<file path="src/rtl/core/ehdp_pkg.sv">
package ehdp_pkg;

	// fixed field widths
	localparam int TEMP_W     = 24;
	localparam int FLUX_W     = 20;
	localparam int CFG_ADDR_W = 5;
	localparam int CFG_DATA_W = 32;

	// shared multiplier: unsigned 32-bit operand times signed 34-bit operand
	localparam int MUL_A_W = 32;
	localparam int MUL_B_W = 34;
	localparam int PROD_W  = MUL_A_W + 1 + MUL_B_W;

	// width of the signed sums that feed the saturation
	localparam int SUM_W = 48;

	// register indexes on the configuration port
	localparam logic [2:0] REG_DIFF_GAIN  = 3'd0;
	localparam logic [2:0] REG_SURF_GAIN  = 3'd1;
	localparam logic [2:0] REG_EMIS_COEFF = 3'd2;
	localparam logic [2:0] REG_ABSORP     = 3'd3;
	localparam logic [2:0] REG_ACTIVE     = 3'd4;

	typedef struct packed {
		logic [23:0] diff_gain;
		logic [23:0] surf_gain;
		logic [31:0] emis_coeff;
		logic [16:0] absorp;
		logic [10:0] active_slices;
	} cfg_t;

	// floor((v + 2^(sh-1)) / 2^sh), sh is a constant at every call
	function automatic logic signed [SUM_W-1:0] rnd_shift(input logic signed [PROD_W-1:0] v,
			input int unsigned sh);
		logic signed [PROD_W-1:0] half;
		logic signed [PROD_W-1:0] t;
		half = PROD_W'(1) <<< (sh - 1);
		t = (v + half) >>> sh;
		return t[SUM_W-1:0];
	endfunction

	// clamp to the unsigned temperature range
	function automatic logic [TEMP_W-1:0] sat_temp(input logic signed [SUM_W-1:0] v);
		logic signed [SUM_W-1:0] top;
		top = SUM_W'((1 << TEMP_W) - 1);
		if (v < 0) begin
			return '0;
		end else if (v > top) begin
			return '1;
		end
		return v[TEMP_W-1:0];
	endfunction

endpackage

</file>
<file path="src/rtl/core/ehdp_regs.sv">
module ehdp_regs
	import ehdp_pkg::*;
(
	input  logic                  clk,
	input  logic                  arst_n,
	input  logic                  psel,
	input  logic                  penable,
	input  logic                  pwrite,
	input  logic [CFG_ADDR_W-1:0] paddr,
	input  logic [CFG_DATA_W-1:0] pwdata,
	output logic [CFG_DATA_W-1:0] prdata,
	output logic                  pready,
	output cfg_t                  cfg
);

	localparam logic [31:0] EMIS_RST   = 32'd14357596;
	localparam logic [16:0] ABSORP_RST = 17'd52429;
	localparam logic [10:0] ACTIVE_RST = 11'd1024;

	cfg_t       cfg_q;
	logic [2:0] idx;
	logic       wr_en;

	assign idx    = paddr[CFG_ADDR_W-1:2];
	assign wr_en  = psel && penable && pwrite;
	assign pready = 1'b1;
	assign cfg    = cfg_q;

	// register writes; an index past the list is dropped
	always_ff @(posedge clk or negedge arst_n) begin
		if (!arst_n) begin
			cfg_q.diff_gain     <= '0;
			cfg_q.surf_gain     <= '0;
			cfg_q.emis_coeff    <= EMIS_RST;
			cfg_q.absorp        <= ABSORP_RST;
			cfg_q.active_slices <= ACTIVE_RST;
		end else if (wr_en) begin
			unique case (idx)
				REG_DIFF_GAIN:  cfg_q.diff_gain     <= pwdata[23:0];
				REG_SURF_GAIN:  cfg_q.surf_gain     <= pwdata[23:0];
				REG_EMIS_COEFF: cfg_q.emis_coeff    <= pwdata;
				REG_ABSORP:     cfg_q.absorp        <= pwdata[16:0];
				REG_ACTIVE:     cfg_q.active_slices <= pwdata[10:0];
				default: ;
			endcase
		end
	end

	// read mux
	always_comb begin
		unique case (idx)
			REG_DIFF_GAIN:  prdata = {8'b0, cfg_q.diff_gain};
			REG_SURF_GAIN:  prdata = {8'b0, cfg_q.surf_gain};
			REG_EMIS_COEFF: prdata = cfg_q.emis_coeff;
			REG_ABSORP:     prdata = {15'b0, cfg_q.absorp};
			REG_ACTIVE:     prdata = {21'b0, cfg_q.active_slices};
			default:        prdata = '0;
		endcase
	end

endmodule

</file>
<file path="config.mk">
export PLATFORM = sky130hd
export DESIGN_NAME = ehdp_regs
export DESIGN_NICKNAME = d
export VERILOG_FILES = /design/src/rtl/core/ehdp_pkg.sv /design/src/rtl/core/ehdp_regs.sv
export SDC_FILE = /design/constraint.sdc
export NUM_CORES = 1
export LEC_CHECK = 0
export ABC_AREA = 1
export BUFFER_PORTS_ARGS = -buffer_cell sky130_fd_sc_hd__buf_2
export CORE_MARGIN = 2
export CORE_UTILIZATION = 54
export DETAILED_ROUTE_END_ITERATION = 12
export PLACE_DENSITY = 0.95
export SYNTH_ARGS = -nofsm -noshare
export SYNTH_HDL_FRONTEND = slang
export SYNTH_SLANG_ARGS = --single-unit
</file>
<file path="constraint.sdc">
create_clock -name clk -period 4 [get_ports clk]
set_input_delay 1.2 -clock clk [delete_from_list [all_inputs] [get_ports clk]]
set_output_delay 1.2 -clock clk [all_outputs]
set_load 0.01 [all_outputs]
</file>
==> flow_summary.ini <==
[cells_and_area]
final_core_util = 0.6650
final_design_area_no_fill_um2 = 6380
finish.cell_count_without_fillers = 924
fraction_of_layout_cells_with_a_size_suffix_above_1 = 0.3552
design.final.nets = 828
areaGrowthSynthToFinish_pct = 21.32
antenna_cells = 0
number_of_flip_flops_in_the_largest_register = 108

[timing]
fmax_mhz = 266.4
timing_worst_slew_pin_value_ns = 0.9063
timing.setup.tns_ns = 0
timing.final.crit_period_ns = 3.754
final_min_period_over_clock_period = 0.9386
rsz_0062_raised_after_global_routing = no
hold_viol = 0
clock-skew-final_ns = 0
timing.final.setup_violations = 0
postLayoutSetupSlackWorst_ns = 0.2456
slew_headroom = 0.3937
report.final.slew_viol_count = 0

[floorplan]
die_y_um = 102.7
floorplan.initialDensity = 0.5481
io-pin-count = 183
die-width_um = 102.7
core_um2 = 9594
rows = 36
fp.dieArea_um2 = 10540

[clocking]
cts_made_buffers = 9
clock_latency_of_the_later_clocked_register_in_the_worst_skew_pair_ns = 0.35
post_cts_hold_buffer_count = 0
tritoncts_clock_tree = done
cts_root_buf = sky130_fd_sc_hd__clkbuf_8
cts-resized-gates = 0
clock_tree.buffer_depth = 2
clkSlewWorstSetupHoldPaths_ns = 0.10
htreeDepth = 3
cts_setup_buffers = 0
tritoncts_num_sinks = 108

[route]
detail_route.wirelength_um = 13870
first_drt_pass_iteration_count = 5
wl_per_cell_um = 15.01
drt_drc_violations_left = 0
final_antenna_net_count = 0
drt_iter0_markers = 201
avgViaCountPerCell = 5.071
via_count = 4686

[pwr]
seq_power_share = 0.501
switching_part_of_the_total_power = 0.3283
cell_internal_pwr_mw = 2.019
worst_ir_drop_vdd_mv = 0.2549
static_leakage_nw = 3.484
cellPowerDensity_nw_per_um2 = 471.1
p_clk_frac = 0.246
power.net_switching_mw = 0.9867
share_comb_of_total_power = 0.253

[setup_path]
setup.worst_path.start = paddr[3]
critical_path_cell_sequence = buf_2 -> nand3_2 -> inv_2 -> nand2_1 -> nand3_1 -> buf_2
family_with_the_most_delay_on_the_worst_path = buffers and inverters
cpPeakStageDelay_ns = 0.37
cp.buffers_inverters = 3
cpMaxStageDelayCell = sky130_fd_sc_hd__buf_2
worstPathMaxFanout = 20
end_kind = primary output
worstReg2RegStart = cfg[11]
critPathKind = in2out
path_depth_of_the_worst_reg2reg_path = 2
critical_path_end = prdata[17]
reg2reg_slack_ns = 3.16
reg2reg_to = cfg[11]
cp_data_required_time_ns = 2.80
critPathArrivalTime_ns = 2.55
timing.critical_path.from_type = input pin
depth_of_the_critical_timing_path_with_buffers_and_inverters_included = 6
critPathMostFrequentCell = sky130_fd_sc_hd__buf_2

[global_route]
grt_max_degree = 63
number_of_antenna_violations_at_the_first_check_in_global_routing = 0
grtUsageTotal = 0.2717
global_route.overflow_total = 0
first_global_vias = 4366
grt_first_pass_wirelength_um = 22020

[place]
dpl-instance-area_um2 = 6155
count_of_input_and_output_buffers = 179
dp_hpwl_um = 9644
global_placer_s_final_weighted_congestion = 0.8528
dp.cells = 908
dp_worst_setup_slack_ns = 0.2263

[synth]
syn_avg_cell_area_um2 = 8.441
ys_dominant_reg_cell = sky130_fd_sc_hd__dfrtp_1
post_synth_fa_ha_maj_area_fraction = 0
syn-instance-count = 623
synth-compound-area-share = 0.1247
syn-num-nets = 665
synthSimpleGateAreaFrac = 0.2446
post_synth_instance_area_um2 = 5259
post_synth_num_cell_types = 27
synth.mux.area_fraction = 0
yosys_synthesis_warning_count = 0
synth_seq_cells = 108
async_set_or_reset_register_ratio_after_synthesis = 1.000
post_synthesis_share_of_cell_area_spent_on_xor_and_xnor_gates = 0
synth_edf_count = 0
combinational_family_with_the_most_area_after_synthesis = simple AND/OR/NAND/NOR gates
synth_seq_area_share = 0.5192

[hold_path]
min-delay-path-class = reg2reg
worstHoldStart = cfg[40]

[flow_run]
max_cap_violations = 0

[run_status]
run_status = finished, final reports clean
==> placed cells by master, fill, tap and decap left out, drive strengths merged <==
master and count:
a21oi 6, nand2 181, clkinvlp 2, nor2 35
conb 1, buf 190, nor3 1, bufinv 2
inv 78, nand3 48, dfrtp 86, clkbuf 11
dfstp 22, o21ai 113, nand4 15
==> synth_stat cells, types with 13 or more instances <==
library cell / number / area, um2
sky130_fd_sc_hd__nand2_2: 18 / 112.6
sky130_fd_sc_hd__nand3_1: 37 / 185.2
sky130_fd_sc_hd__nor2_1: 33 / 123.9
sky130_fd_sc_hd__dfstp_2: 22 / 578.1
sky130_fd_sc_hd__o21ai_2: 16 / 140.1
sky130_fd_sc_hd__o21ai_0: 56 / 280.3
sky130_fd_sc_hd__dfrtp_1: 86 / 2152
sky130_fd_sc_hd__buf_6: 13 / 146.4
sky130_fd_sc_hd__nand2_1: 163 / 611.8
sky130_fd_sc_hd__o21ai_1: 41 / 205.2
sky130_fd_sc_hd__inv_1: 72 / 270.3
sky130_fd_sc_hd__nand4_1: 15 / 93.84
==> worst register-to-register path, stage by stage, from the launching register on <==
cell and delay (ns):
sky130_fd_sc_hd__dfstp_2 0.54, sky130_fd_sc_hd__inv_1 0.05, sky130_fd_sc_hd__o21ai_0 0.18
==> area by class of cell <==
class	count	area [um2]
clock buffer	11	141.4
clock inverter	5	83.83
fill	790	3214
inverter	77	291.5
multi-input combinational	400	1948
sequential	108	2730
tap	133	166.4
timing repair buffer	190	1018
==> through the flow <==
step           hold WS, ns  power, mW
2_1_floorplan       0.4814      1.910
3_3_place_gp        0.4675      2.248
3_5_place_dp        0.4725      2.288
4_1_cts             0.4898      3.028
5_1_grt             0.5154      3.190
6_report            0.4869      3.006
==> power groups by stage <==
| stage | clock, mW | combinational [mW] | sequential [mW] |
|---|---|---|---|
| floorplan | 0 | 0.308 | 1.60 |
| global placement | 0 | 0.740 | 1.51 |
| detailed placement | 0 | 0.768 | 1.52 |
| CTS | 0.756 | 0.770 | 1.50 |
| global route | 0.796 | 0.857 | 1.54 |
| finish | 0.738 | 0.761 | 1.51 |
==> per-layer routing <==
layer,vias up,track usage,part of all wire
met3,15,0.03864,0.059
met2,174,0.4615,0.51
met5,-,0,0
met1,2192,0.3634,0.42
li1,2305,-,-
met4,0,0.08410,0.014
==> logic make-up after synthesis <==
group | count (synthesis)
compound gates | 119
buf+inv | 115
flops | 108
other cells | 1
simple gates | 280
==> how the worst min path moves through the flow <==
stage	end	slack (ns)	cells past startpoint
finish	cfg[40]	0.49	2
detailed placement	cfg[13]	0.47	2
floorplan	cfg[50]	0.48	2
global route	cfg[44]	0.52	2
CTS	cfg[51]	0.49	2
global placement	cfg[38]	0.47	2
Power figures use the tool's default switching activity.
